$ cat src/hdl/gpio54_pkg.sv
package gpio54_pkg;

  localparam int PIN_COUNT = 54;

  localparam int MODE_W = 2;
  localparam int INDEX_W = 6;
  localparam int WORD_W = 32;

  localparam int FSEL_W = 3;
  localparam int PULL_W = 2;
  localparam int FSEL_PER_WORD = 10;
  localparam int FSEL_WORDS = 7;
  localparam int FSEL_FIELD_W = FSEL_PER_WORD * FSEL_W;
  localparam int FSEL_PAD_W = FSEL_WORDS * FSEL_FIELD_W;

  localparam int IN_TDATA_W = ((INDEX_W + WORD_W + PIN_COUNT + 7) / 8) * 8;
  localparam int OUT_TDATA_W = ((WORD_W + 4 * PIN_COUNT + 1 + 7) / 8) * 8;

  typedef logic [PIN_COUNT-1:0] pins_t;

  typedef enum logic [MODE_W-1:0] {
    MODE_READ  = 2'd0,
    MODE_WRITE = 2'd1,
    MODE_TICK  = 2'd2,
    MODE_NOP   = 2'd3
  } mode_t;

  localparam logic [INDEX_W-1:0] REG_FSEL_LAST  = 6'd6;
  localparam logic [INDEX_W-1:0] REG_SET0       = 6'd7;
  localparam logic [INDEX_W-1:0] REG_SET1       = 6'd8;
  localparam logic [INDEX_W-1:0] REG_CLR0       = 6'd10;
  localparam logic [INDEX_W-1:0] REG_CLR1       = 6'd11;
  localparam logic [INDEX_W-1:0] REG_LEV0       = 6'd13;
  localparam logic [INDEX_W-1:0] REG_LEV1       = 6'd14;
  localparam logic [INDEX_W-1:0] REG_EDS0       = 6'd16;
  localparam logic [INDEX_W-1:0] REG_EDS1       = 6'd17;
  localparam logic [INDEX_W-1:0] REG_REN0       = 6'd19;
  localparam logic [INDEX_W-1:0] REG_REN1       = 6'd20;
  localparam logic [INDEX_W-1:0] REG_FEN0       = 6'd22;
  localparam logic [INDEX_W-1:0] REG_FEN1       = 6'd23;
  localparam logic [INDEX_W-1:0] REG_HEN0       = 6'd25;
  localparam logic [INDEX_W-1:0] REG_HEN1       = 6'd26;
  localparam logic [INDEX_W-1:0] REG_LEN0       = 6'd28;
  localparam logic [INDEX_W-1:0] REG_LEN1       = 6'd29;
  localparam logic [INDEX_W-1:0] REG_PULL       = 6'd37;
  localparam logic [INDEX_W-1:0] REG_PULL_CLK0  = 6'd38;
  localparam logic [INDEX_W-1:0] REG_PULL_CLK1  = 6'd39;

  localparam logic [FSEL_W-1:0] FSEL_OUTPUT = 3'd1;
  localparam logic [PULL_W-1:0] PULL_DOWN = 2'd1;
  localparam logic [PULL_W-1:0] PULL_UP = 2'd2;

  function automatic logic [WORD_W-1:0] half_get(input pins_t v, input logic hi);
    logic [63:0] t;
    t = 64'(v);
    return hi ? t[63:32] : t[31:0];
  endfunction

  function automatic pins_t half_bits(input logic [WORD_W-1:0] d, input logic hi);
    logic [63:0] t;
    t = hi ? {d, 32'd0} : {32'd0, d};
    return t[PIN_COUNT-1:0];
  endfunction

  function automatic pins_t half_put(input pins_t v, input logic hi,
                                     input logic [WORD_W-1:0] d);
    logic [63:0] t;
    t = 64'(v);
    if (hi) begin
      t[63:32] = d;
    end else begin
      t[31:0] = d;
    end
    return t[PIN_COUNT-1:0];
  endfunction

endpackage

$ cat src/hdl/gpio_controller_54_pin.sv
// GPIO controller for 54 pins with edge and level event detection.
// The input channel carries one transfer per bus read, bus write, pin
// sample tick or no-op; the kind of transfer travels in in_tuser. Every
// accepted transfer produces exactly one result transfer on the output
// channel, holding the read word (zero for writes, ticks and no-ops) and
// the pin drive, output enable, pull-up and pull-down vectors plus the
// event flag, all taken after the transfer's own register update.
// The result is presented in the cycle after the input transfer. Throughput
// is one transfer per cycle while the receiver keeps out_tready high, set by
// the single output register that follows the register update logic.
// The input is ready whenever the output register is empty or is being
// emptied in the same cycle, so a stalled receiver holds the result and
// stops new input after one transfer.
// Synchronous reset clears all function selects to input, the output
// latch, sampled levels, detect enables, event status and pull settings,
// and empties the output register.
module gpio_controller_54_pin (
  input  logic                                clk,
  input  logic                                rst_n,
  input  logic                                in_tvalid,
  output logic                                in_tready,
  // reg_index, write_data, pin_levels
  input  logic [gpio54_pkg::IN_TDATA_W-1:0]   in_tdata,
  // mode
  input  logic [gpio54_pkg::MODE_W-1:0]       in_tuser,
  output logic                                out_tvalid,
  input  logic                                out_tready,
  // read_data, drive_levels, output_enable, pull_up_enable,
  // pull_down_enable, event_pending
  output logic [gpio54_pkg::OUT_TDATA_W-1:0]  out_tdata
);

  localparam int PINS = gpio54_pkg::PIN_COUNT;
  localparam int IW = gpio54_pkg::INDEX_W;
  localparam int WW = gpio54_pkg::WORD_W;
  localparam int FW = gpio54_pkg::FSEL_W;
  localparam int PW = gpio54_pkg::PULL_W;
  localparam int OUT_USED = WW + 4 * PINS + 1;

  logic [PINS*FW-1:0]     fsel_r, fsel_nxt;
  logic [PINS*PW-1:0]     pull_set_r, pull_set_nxt;
  gpio54_pkg::pins_t      latch_r, latch_nxt;
  gpio54_pkg::pins_t      level_r, level_nxt;
  gpio54_pkg::pins_t      ren_r, ren_nxt;
  gpio54_pkg::pins_t      fen_r, fen_nxt;
  gpio54_pkg::pins_t      hen_r, hen_nxt;
  gpio54_pkg::pins_t      len_r, len_nxt;
  gpio54_pkg::pins_t      status_r, status_nxt;
  logic [PW-1:0]          pull_ctrl_r, pull_ctrl_nxt;
  logic                   out_valid_r, out_valid_nxt;
  logic [OUT_USED-1:0]    out_data_r, out_data_nxt;

  logic                   in_fire;
  gpio54_pkg::mode_t      mode;
  logic [IW-1:0]          widx;
  logic [WW-1:0]          wdata;
  gpio54_pkg::pins_t      pins_in;
  logic                   is_write;
  logic [WW-1:0]          rd;
  logic [gpio54_pkg::FSEL_PAD_W-1:0] fsel_pad;
  gpio54_pkg::pins_t      pull_sel;
  gpio54_pkg::pins_t      ev;
  gpio54_pkg::pins_t      oe, pu, pd;

  assign in_fire = in_tvalid && in_tready;
  assign in_tready = !out_valid_r || out_tready;
  assign mode = gpio54_pkg::mode_t'(in_tuser);
  assign widx = in_tdata[IW-1:0];
  assign wdata = in_tdata[IW +: WW];
  assign pins_in = in_tdata[IW+WW +: PINS];
  assign is_write = (mode == gpio54_pkg::MODE_WRITE);
  assign fsel_pad = gpio54_pkg::FSEL_PAD_W'(fsel_r);

  always_comb begin
    rd = '0;
    if (mode == gpio54_pkg::MODE_READ) begin
      for (int i = 0; i < gpio54_pkg::FSEL_WORDS; i++) begin
        if (widx == IW'(i)) begin
          rd = WW'(fsel_pad[i*gpio54_pkg::FSEL_FIELD_W +: gpio54_pkg::FSEL_FIELD_W]);
        end
      end
      unique case (widx)
        gpio54_pkg::REG_LEV0: rd = gpio54_pkg::half_get(level_r, 1'b0);
        gpio54_pkg::REG_LEV1: rd = gpio54_pkg::half_get(level_r, 1'b1);
        gpio54_pkg::REG_EDS0: rd = gpio54_pkg::half_get(status_r, 1'b0);
        gpio54_pkg::REG_EDS1: rd = gpio54_pkg::half_get(status_r, 1'b1);
        gpio54_pkg::REG_REN0: rd = gpio54_pkg::half_get(ren_r, 1'b0);
        gpio54_pkg::REG_REN1: rd = gpio54_pkg::half_get(ren_r, 1'b1);
        gpio54_pkg::REG_FEN0: rd = gpio54_pkg::half_get(fen_r, 1'b0);
        gpio54_pkg::REG_FEN1: rd = gpio54_pkg::half_get(fen_r, 1'b1);
        gpio54_pkg::REG_HEN0: rd = gpio54_pkg::half_get(hen_r, 1'b0);
        gpio54_pkg::REG_HEN1: rd = gpio54_pkg::half_get(hen_r, 1'b1);
        gpio54_pkg::REG_LEN0: rd = gpio54_pkg::half_get(len_r, 1'b0);
        gpio54_pkg::REG_LEN1: rd = gpio54_pkg::half_get(len_r, 1'b1);
        gpio54_pkg::REG_PULL: rd = WW'(pull_ctrl_r);
        default: ;
      endcase
    end
  end

  assign ev = (ren_r & pins_in & ~level_r) | (fen_r & ~pins_in & level_r)
            | (hen_r & pins_in) | (len_r & ~pins_in);

  always_comb begin
    fsel_nxt = fsel_r;
    pull_set_nxt = pull_set_r;
    latch_nxt = latch_r;
    level_nxt = level_r;
    ren_nxt = ren_r;
    fen_nxt = fen_r;
    hen_nxt = hen_r;
    len_nxt = len_r;
    status_nxt = status_r;
    pull_ctrl_nxt = pull_ctrl_r;
    pull_sel = '0;
    if (in_fire && is_write) begin
      unique case (widx)
        gpio54_pkg::REG_SET0: latch_nxt = latch_r | gpio54_pkg::half_bits(wdata, 1'b0);
        gpio54_pkg::REG_SET1: latch_nxt = latch_r | gpio54_pkg::half_bits(wdata, 1'b1);
        gpio54_pkg::REG_CLR0: latch_nxt = latch_r & ~gpio54_pkg::half_bits(wdata, 1'b0);
        gpio54_pkg::REG_CLR1: latch_nxt = latch_r & ~gpio54_pkg::half_bits(wdata, 1'b1);
        gpio54_pkg::REG_EDS0: status_nxt = status_r & ~gpio54_pkg::half_bits(wdata, 1'b0);
        gpio54_pkg::REG_EDS1: status_nxt = status_r & ~gpio54_pkg::half_bits(wdata, 1'b1);
        gpio54_pkg::REG_REN0: ren_nxt = gpio54_pkg::half_put(ren_r, 1'b0, wdata);
        gpio54_pkg::REG_REN1: ren_nxt = gpio54_pkg::half_put(ren_r, 1'b1, wdata);
        gpio54_pkg::REG_FEN0: fen_nxt = gpio54_pkg::half_put(fen_r, 1'b0, wdata);
        gpio54_pkg::REG_FEN1: fen_nxt = gpio54_pkg::half_put(fen_r, 1'b1, wdata);
        gpio54_pkg::REG_HEN0: hen_nxt = gpio54_pkg::half_put(hen_r, 1'b0, wdata);
        gpio54_pkg::REG_HEN1: hen_nxt = gpio54_pkg::half_put(hen_r, 1'b1, wdata);
        gpio54_pkg::REG_LEN0: len_nxt = gpio54_pkg::half_put(len_r, 1'b0, wdata);
        gpio54_pkg::REG_LEN1: len_nxt = gpio54_pkg::half_put(len_r, 1'b1, wdata);
        gpio54_pkg::REG_PULL: pull_ctrl_nxt = wdata[PW-1:0];
        gpio54_pkg::REG_PULL_CLK0: pull_sel = gpio54_pkg::half_bits(wdata, 1'b0);
        gpio54_pkg::REG_PULL_CLK1: pull_sel = gpio54_pkg::half_bits(wdata, 1'b1);
        default: ;
      endcase
      for (int p = 0; p < PINS; p++) begin
        if (widx == IW'(p / gpio54_pkg::FSEL_PER_WORD)) begin
          fsel_nxt[p*FW +: FW] = wdata[FW*(p % gpio54_pkg::FSEL_PER_WORD) +: FW];
        end
        if (pull_sel[p]) begin
          pull_set_nxt[p*PW +: PW] = pull_ctrl_r;
        end
      end
    end else if (in_fire && mode == gpio54_pkg::MODE_TICK) begin
      status_nxt = status_r | ev;
      level_nxt = pins_in;
    end
  end

  always_comb begin
    for (int p = 0; p < PINS; p++) begin
      oe[p] = (fsel_nxt[p*FW +: FW] == gpio54_pkg::FSEL_OUTPUT);
      pu[p] = (pull_set_nxt[p*PW +: PW] == gpio54_pkg::PULL_UP);
      pd[p] = (pull_set_nxt[p*PW +: PW] == gpio54_pkg::PULL_DOWN);
    end
  end

  assign out_data_nxt = {(|status_nxt), pd, pu, oe, latch_nxt, rd};

  always_comb begin
    out_valid_nxt = out_valid_r;
    if (in_fire) begin
      out_valid_nxt = 1'b1;
    end else if (out_tready) begin
      out_valid_nxt = 1'b0;
    end
  end

  always_ff @(posedge clk) begin
    if (!rst_n) begin
      fsel_r <= '0;
      pull_set_r <= '0;
      latch_r <= '0;
      level_r <= '0;
      ren_r <= '0;
      fen_r <= '0;
      hen_r <= '0;
      len_r <= '0;
      status_r <= '0;
      pull_ctrl_r <= '0;
      out_valid_r <= 1'b0;
    end else begin
      fsel_r <= fsel_nxt;
      pull_set_r <= pull_set_nxt;
      latch_r <= latch_nxt;
      level_r <= level_nxt;
      ren_r <= ren_nxt;
      fen_r <= fen_nxt;
      hen_r <= hen_nxt;
      len_r <= len_nxt;
      status_r <= status_nxt;
      pull_ctrl_r <= pull_ctrl_nxt;
      out_valid_r <= out_valid_nxt;
    end
  end

  always_ff @(posedge clk) begin
    if (in_fire) begin
      out_data_r <= out_data_nxt;
    end
  end

  assign out_tvalid = out_valid_r;
  assign out_tdata = gpio54_pkg::OUT_TDATA_W'(out_data_r);

  a_ready_when_empty: assert property (@(posedge clk) disable iff (!rst_n)
    !out_valid_r |-> in_tready)
    else $error("input not ready while the output register is empty");

  a_result_follows: assert property (@(posedge clk) disable iff (!rst_n)
    in_fire |=> out_valid_r)
    else $error("accepted transfer produced no result");

  a_pull_exclusive: assert property (@(posedge clk) disable iff (!rst_n)
    out_valid_r |-> ((out_data_r[WW+2*PINS +: PINS] & out_data_r[WW+3*PINS +: PINS]) == '0))
    else $error("a pin drives both pull-up and pull-down");

  a_event_flag: assert property (@(posedge clk) disable iff (!rst_n)
    out_valid_r |-> (out_data_r[OUT_USED-1] == (|status_r)))
    else $error("event flag disagrees with event status");

endmodule

$ cat config.mk
export PLATFORM = sky130hd
export DESIGN_NAME = gpio_controller_54_pin
export DESIGN_NICKNAME = d
export VERILOG_FILES = /design/src/hdl/gpio54_pkg.sv /design/src/hdl/gpio_controller_54_pin.sv
export SDC_FILE = /design/constraint.sdc
export NUM_CORES = 2
export LEC_CHECK = 0
export BUFFER_PORTS_ARGS = -buffer_cell sky130_fd_sc_hd__buf_2
export CELL_PAD_IN_SITES_DETAIL_PLACEMENT = 0
export CELL_PAD_IN_SITES_GLOBAL_PLACEMENT = 1
export CORE_ASPECT_RATIO = 0.9
export CORE_MARGIN = 2
export CORE_UTILIZATION = 42
export CTS_BUF_LIST = sky130_fd_sc_hd__clkbuf_4
export DETAILED_ROUTE_END_ITERATION = 8
export HOLD_SLACK_MARGIN = 0.1
export PLACE_DENSITY = 0.89
export SYNTH_ARGS = -nofsm -noshare
export SYNTH_HDL_FRONTEND = slang
export SYNTH_SLANG_ARGS = --single-unit
$ cat constraint.sdc
create_clock -name clk -period 8.4 [get_ports clk]
set_clock_uncertainty 0.05 [all_clocks]
set_input_delay 0.84 -clock clk [delete_from_list [all_inputs] [get_ports clk]]
set_output_delay 0.84 -clock clk [all_outputs]
set_load 0.02 [all_outputs]
=== After elaboration in Yosys (flattened, before gate mapping) ===
Index checks and enable logic that the tools add are counted.
Widths: inputs -> output; s select.

* Reduce and logical (&&, ||, !) cells: 19
* Equality and inequality tests: 189
* Bitwise logic cells: 29
* Muxes and demuxes: 131

{| class="wikitable"
|+ Operator list
! operator !! number
|-
| $pmux 54 s2 || 6
|-
| $and 54x54->54 || 10
|-
| $pmux 32 s13 || 1
|-
| $or 54x54->54 || 5
|-
| $mux 54 || 4
|-
| $pmux 54 s4 || 1
|-
| $mux 32 || 6
|-
| $eq 3x1->1 const B || 54
|-
| $mux 162 || 1
|-
| $mux 3 || 54
|-
| $not 54->54 || 3
|-
| $eq 2x1->1 const B || 55
|-
| $eq 2x2->1 const B || 55
|-
| $mux 108 || 1
|-
| $mux 2 || 54
|-
| $eq 6x5->1 const B || 10
|-
| $not 32->54 || 1
|-
| $or 54x32->54 || 1
|-
| $reduce_or 54->1 || 1
|-
| $eq 6x4->1 const B || 5
|-
| $mux 30 || 1
|-
| $eq 6x3->1 const B || 4
|-
| $reduce_and 3->1 || 8
|-
| $eq 6x6->1 const B || 3
|-
| 11 further kinds || 24
|}

* Logic and storage cells: 385
* Register bits after elaboration: 900
* Output and inout bits: 258

=== Logic depth before layout (Yosys ltp) ===
* Depth after elaboration: 10
* Gate-level depth with buffers: 10
* Depth with buffers taken out: 7

=== Least setup slack after synthesis ===
OpenSTA, ideal clock, no wires.

* Path type: in2reg
* From: input port out_tready
* To: register level_r[14]
* Buffers on the path: 3
* Stages on the path: 8
* Data arrival time: 8.501 ns
* Path slack: -0.222 ns
* Cells stage by stage: nand2b_1 and2_1 and3b_1 clkbuf_1 clkbuf_1 buf_1 nand2_1 a21oi_1

* Cells in the longest elaborated chain, start to end: 5
* Elaborated cells between the ends (all ways): 6

{| class="wikitable"
|+ Ends and longest elaborated chain
! what !! RTL line !! source
|-
| start: declaration || gpio_controller_54_pin.sv:27 || <nowiki>input logic out_tready,</nowiki>
|-
| $logic_or 1x1->1 (*) || gpio_controller_54_pin.sv:66 || <nowiki>assign in_tready = !out_valid_r || out_tready;</nowiki>
|-
| $logic_and 1x1->1 (*) || gpio_controller_54_pin.sv:65 || <nowiki>assign in_fire = in_tvalid && in_tready;</nowiki>
|-
| net in_fire || gpio_controller_54_pin.sv:53 || <nowiki>logic in_fire;</nowiki>
|-
| $logic_and 1x1->1 || gpio_controller_54_pin.sv:116 || <nowiki>if (in_fire && is_write) begin</nowiki>
|-
| $not 1->1 (no source line) || -- ||
|-
| $reduce_and 2->1 (no source line) (*) || -- ||
|-
| end signal: assignment || gpio_controller_54_pin.sv:187 || <nowiki>level_r <= level_nxt;</nowiki>
|-
| end: declaration || gpio_controller_54_pin.sv:43 || <nowiki>gpio54_pkg::pins_t level_r, level_nxt;</nowiki>
|}

Mark *: on every way through the listed nets, which the timed path passes. The rest lies on a longest branch.
A chain may end at the register's enable or synchronous reset.

=== Worst setup path after layout ===
* From: register out_valid_r, in the netlist out_tvalid
* To: register out_data_r[157] (data pin)

* Cells in the longest elaborated chain, start to end: 6

{| class="wikitable"
|+ Ends and longest elaborated chain
! what !! RTL line !! source
|-
| start: declaration || gpio_controller_54_pin.sv:50 || <nowiki>logic out_valid_r, out_valid_nxt;</nowiki>
|-
| start signal: assignment || gpio_controller_54_pin.sv:194 || <nowiki>out_valid_r <= out_valid_nxt;</nowiki>
|-
| $logic_not 1->1 || gpio_controller_54_pin.sv:66 ||
|-
| $logic_or 1x1->1 || gpio_controller_54_pin.sv:66 ||
|-
| $logic_and 1x1->1 || gpio_controller_54_pin.sv:65 ||
|-
| $logic_and 1x1->1 || gpio_controller_54_pin.sv:116 ||
|-
| $mux 108 || gpio_controller_54_pin.sv:116 ||
|-
| $eq 2x2->1 || gpio_controller_54_pin.sv:154 || <nowiki>pu[p] = (pull_set_nxt[p*PW +: PW] == gpio54_pkg::PULL_UP);</nowiki>
|-
| net out_data_nxt[157] || gpio_controller_54_pin.sv:51 || <nowiki>logic [OUT_USED-1:0] out_data_r, out_data_nxt;</nowiki>
|-
| end signal: assignment || gpio_controller_54_pin.sv:200 || <nowiki>out_data_r <= out_data_nxt;</nowiki>
|-
| end: declaration || gpio_controller_54_pin.sv:51 ||
|}

The timed path passes the listed nets, and every way through them passes these cells.

==> metrics list <==
- Setup violations remaining at the end of the flow were counted as 0.
- Result of the run: completed
* Instance area after placement: between 0.04 and 0.05 mm²
* Total power divided by cell area: 204 mW/mm²
* I/O pin count: 360
- Site row count: about 100
- The min-delay analysis places its worst path in the category in -> reg.
* Placer Congestion: 0.888
- Final hold violations: 0
- Nets: roughly 4800
* Hold Slack: 0.207 ns
- Static timing analysis puts the maximum clock frequency at 266 MHz.
- Clock latency on the worst-skew pair, taken at its later pin, is 1.12 ns.
- CTS Sinks: 900
* Layout Area Growth over Synthesis: 16.6%
* Average wire per standard cell: about 21 µm
* Number of DRC markers in iteration 0: 3816
- Switching Fraction: 0.255
* Maximum fanout count along the critical path: between 80 and 90
* Util after Layout: 0.493
- The worst-case IR drop observed on VDD is about 0.00013 V.
- Estimated wirelength of the detail-placed design: ~80000 µm
- Number of different library cells in the post-synthesis netlist: 56
- After synthesis the netlist holds a flip-flop and latch count of 900.
- Setup slack on the worst reg-to-reg path comes out at 4.64 ns.
- Critical path endpoint category: flip-flop
- Worst rel slew slack: 0.248
- Data arrival time at the worst-slack endpoint: 4.50 ns
- The count of nets left with antenna violations once routing finished came out at 0.
- The first global-routing pass estimated 192000 µm of wire.
- The signal on the critical path passes through nand2b_1, nand4b_1, nor4_2, buf_4, buf_4, nand2_1, nand3b_1, o21ai_0.
- At the pin with the least slew margin, the transition time is roughly 1.1 ns.
* Relative contribution of combinational cells to total power: 0.058
* Most common cell after layout, fill and taps aside: sky130_fd_sc_hd__nand2_1
* Clock network power share: 0.436
- Synthesized netlist cell count: 4341
- The share of the Yosys chip area taken by registers is 0.542.
* DIE AREA: 0.0925 mm²
- The region available for standard cell placement spans 0.0894 mm².
- Summing all multi-input logic gate instances after layout gives between 0.015 and 0.02 mm².
* RSZ-0062 raised after global routing: no
* WS Path Type: reg -> reg
* Synth Area per Inst: 8.72 µm²
- Width of the die: 320 µm
- The number of antenna violations at the first check in global routing is 19.
* Clock period minus worst slack: ~3.8 ns
- Among cell families on the critical path, the largest total delay comes from simple AND/OR/NAND/NOR gates.
* Count of buffers from port buffering: 348
- Cell area after layout: 0.0441 mm²
* Net load switching power: 2.29 mW
- Counting both buffers and inverters, the worst setup path holds a total of 2.
- From bottom edge to top edge, the die measures 289 µm.
- STA classifies the critical path startpoint as a flip-flop.
* Critical path's most frequent cell: sky130_fd_sc_hd__buf_4
- In this run the clock root is driven by a sky130_fd_sc_hd__clkbuf_4.
* Post-CTS Resized: 0
- Share of the clock period used by the worst path: 0.447
- The max-slew violation total from the final report was 0.
* Htree depth: 4
* Final setup TNS: 0 ns
* Filler cells: 8437
* Largest net degree at the start of global routing: between 150 and 200
- Summing all flip-flop and latch instances after layout gives 0.0205 mm².
- In the routed design, unresolved DRC markers number 0.
* Average via count per standard cell: 5.71
- The cell area that synthesis handed to floorplanning was 0.0378 mm².
- Max-cap violations: 0
* Fraction of registers with async set or reset after synthesis: 0
* Top flip-flop cell by instance count after synthesis: sky130_fd_sc_hd__dfxtp_1
* Flop pwr share: 0.507
- Commonest cells after routing, fill and taps aside: sky130_fd_sc_hd__nand2_1, sky130_fd_sc_hd__a21oi_1, sky130_fd_sc_hd__dfxtp_1
- Post-CTS repair timing setup buffer count: 0
- The routed design has ~130000 µm of wire.
- The synthesized design contains 249 enable-type register cells.
* Max clock buf depth: 3
* Slowest library cell on the worst path: sky130_fd_sc_hd__nand4b_1
- Clock tree synthesis inserted a total of 230 buffers.
* Fraction of layout instances using a drive strength above 1: 0.186
- In this design, the stage delay of the slowest critical-path cell is 0.71 ns.
- The initial utilization of the core area, before any placement, comes to 0.423.
* Int Power: 6.69 mW
- CTS tree: built
- The number of global-route vias before repair came to 31800.
- Routed vias: 34600
- CP required: 9.14 ns
- Buffers inserted to repair hold after CTS numbered 63.
- Leftover overflow at the end of global routing: 0
* Leak Pwr: between 10 and 15 nW
- Clock-pin slew was measured on the worst setup and hold paths at 0.07 ns.
* Drt first pass iters: 9
- Number of warnings printed during yosys synthesis: 0
* GRT Resource Usage Total: 0.272
## logic make-up (layout without fill, tap and decap cells)
| group | Yosys count | count (layout) | synth area share |
|---|---|---|---|
| and+or+nand+nor | 1731 | 1731 | 0.201 |
| AOI/OAI and AO/OA | 1225 | 1225 | 0.191 |
| DFF | 900 | 900 | 0.542 |
| buffers and inverters | 451 | 985 | 0.0477 |
| muxes | 33 | 33 | 0.0183 |
| other | 1 | 17 | 0.0000991 |
## final timing paths
check                                   start               to  cells past startpoint
worst max-delay path               out_tvalid  out_data_r[157]                      8
worst min-delay path             in_tdata[33]       fsel_r[57]                      4
worst max register to register     out_tvalid  out_data_r[157]                      8
worst min register to register  pull_set_r[6]    pull_set_r[6]                      2
## sequential cells by signal (all words and copies together), names as in the netlist, 54 cells and up
| name | count |
|---|---|
| fsel_r | 162 |
| out_data_r | 249 |
| status_r | 54 |
| latch_r | 54 |
| fen_r | 54 |
| level_r | 54 |
| pull_set_r | 108 |
| len_r | 54 |
| ren_r | 54 |
| hen_r | 54 |
## area by class of cell
cell class,count,area share
Antenna cell,10,0.000567
Clock buffer,371,0.0631
Clock inverter,58,0.00777
Inverter,58,0.00511
Multi-Input combinational cell,2996,0.357
Sequential cell,900,0.465
Tap cell,1166,0.0331
Timing Repair Buffer,498,0.0689
## worst register-to-register path: cells and delay by family (launching register included)
family / cells / cell delay (ns)
AO/OA/AOI/OAI: 1 / 0.15
buffers and inverters: 2 / 0.96
flip-flops: 1 / 0.30
AND/OR/NAND/NOR: 5 / 2.00
## power by group through the flow
stage,Clock [mW],Sequential [mW],Combinational (mW)
6_report,3.92,4.55,0.518
5_1_grt,4.24,4.56,0.546
4_1_cts,3.99,4.55,0.514
3_5_place_dp,0,4.65,0.485
3_3_place_gp,0,4.65,0.481
2_1_floorplan,0,4.72,0.212
## Yosys cell counts, types with 2 or more instances
cell type                   count  share of area
sky130_fd_sc_hd__nor4_1         6        0.00099
sky130_fd_sc_hd__and2_0         4        0.00066
sky130_fd_sc_hd__nor3_1        17         0.0022
sky130_fd_sc_hd__and3_1        12         0.0020
sky130_fd_sc_hd__a221oi_1      40         0.0093
sky130_fd_sc_hd__a22oi_1      106          0.021
sky130_fd_sc_hd__nand4b_1       3        0.00069
sky130_fd_sc_hd__a211oi_1      99          0.020
sky130_fd_sc_hd__nand2b_1      11         0.0018
sky130_fd_sc_hd__buf_2         43         0.0057
sky130_fd_sc_hd__nor2_1       137          0.014
sky130_fd_sc_hd__nand3b_1     108          0.021
sky130_fd_sc_hd__nand2_1     1115           0.11
sky130_fd_sc_hd__nand3_1      213          0.028
sky130_fd_sc_hd__dfxtp_1      651           0.34
sky130_fd_sc_hd__a21oi_1      677          0.090
sky130_fd_sc_hd__nand4_1       20         0.0033
sky130_fd_sc_hd__clkbuf_1     311          0.031
sky130_fd_sc_hd__a2bb2oi_1      2        0.00046
sky130_fd_sc_hd__o21ai_0      169          0.022
sky130_fd_sc_hd__o22ai_1       31         0.0051
sky130_fd_sc_hd__a31oi_1        4        0.00066
sky130_fd_sc_hd__buf_1         25         0.0025
sky130_fd_sc_hd__edfxtp_1     249           0.20
sky130_fd_sc_hd__buf_6          2        0.00060
sky130_fd_sc_hd__o2111ai_1      2        0.00046
sky130_fd_sc_hd__and2_1        63          0.010
sky130_fd_sc_hd__or2_2          4        0.00066
sky130_fd_sc_hd__or3_1          2        0.00033
sky130_fd_sc_hd__a222oi_1      14         0.0037
sky130_fd_sc_hd__mux4_2        29          0.017
sky130_fd_sc_hd__mux2i_1        3        0.00079
sky130_fd_sc_hd__buf_4         12         0.0024
sky130_fd_sc_hd__inv_1         57         0.0057
sky130_fd_sc_hd__nor2b_1        4        0.00066
sky130_fd_sc_hd__a22o_1        76          0.018
## stage by stage
step,power [mW],cells,setup slack [ns]
3_3_place_gp,5.13,5555,3.74
4_1_cts,9.06,6047,4.75
3_5_place_dp,5.14,5555,3.70
2_1_floorplan,4.93,4347,2.65
5_1_grt,9.35,6054,4.40
6_report,8.99,6057,4.64
## metal layers
metal	global-route usage	wire, µm
met5	0	111
met4	0.148	6450
met2	0.424	58800
met1	0.349	52400
met3	0.0657	12400
Note: power is estimated with default switching activity, not from simulation.
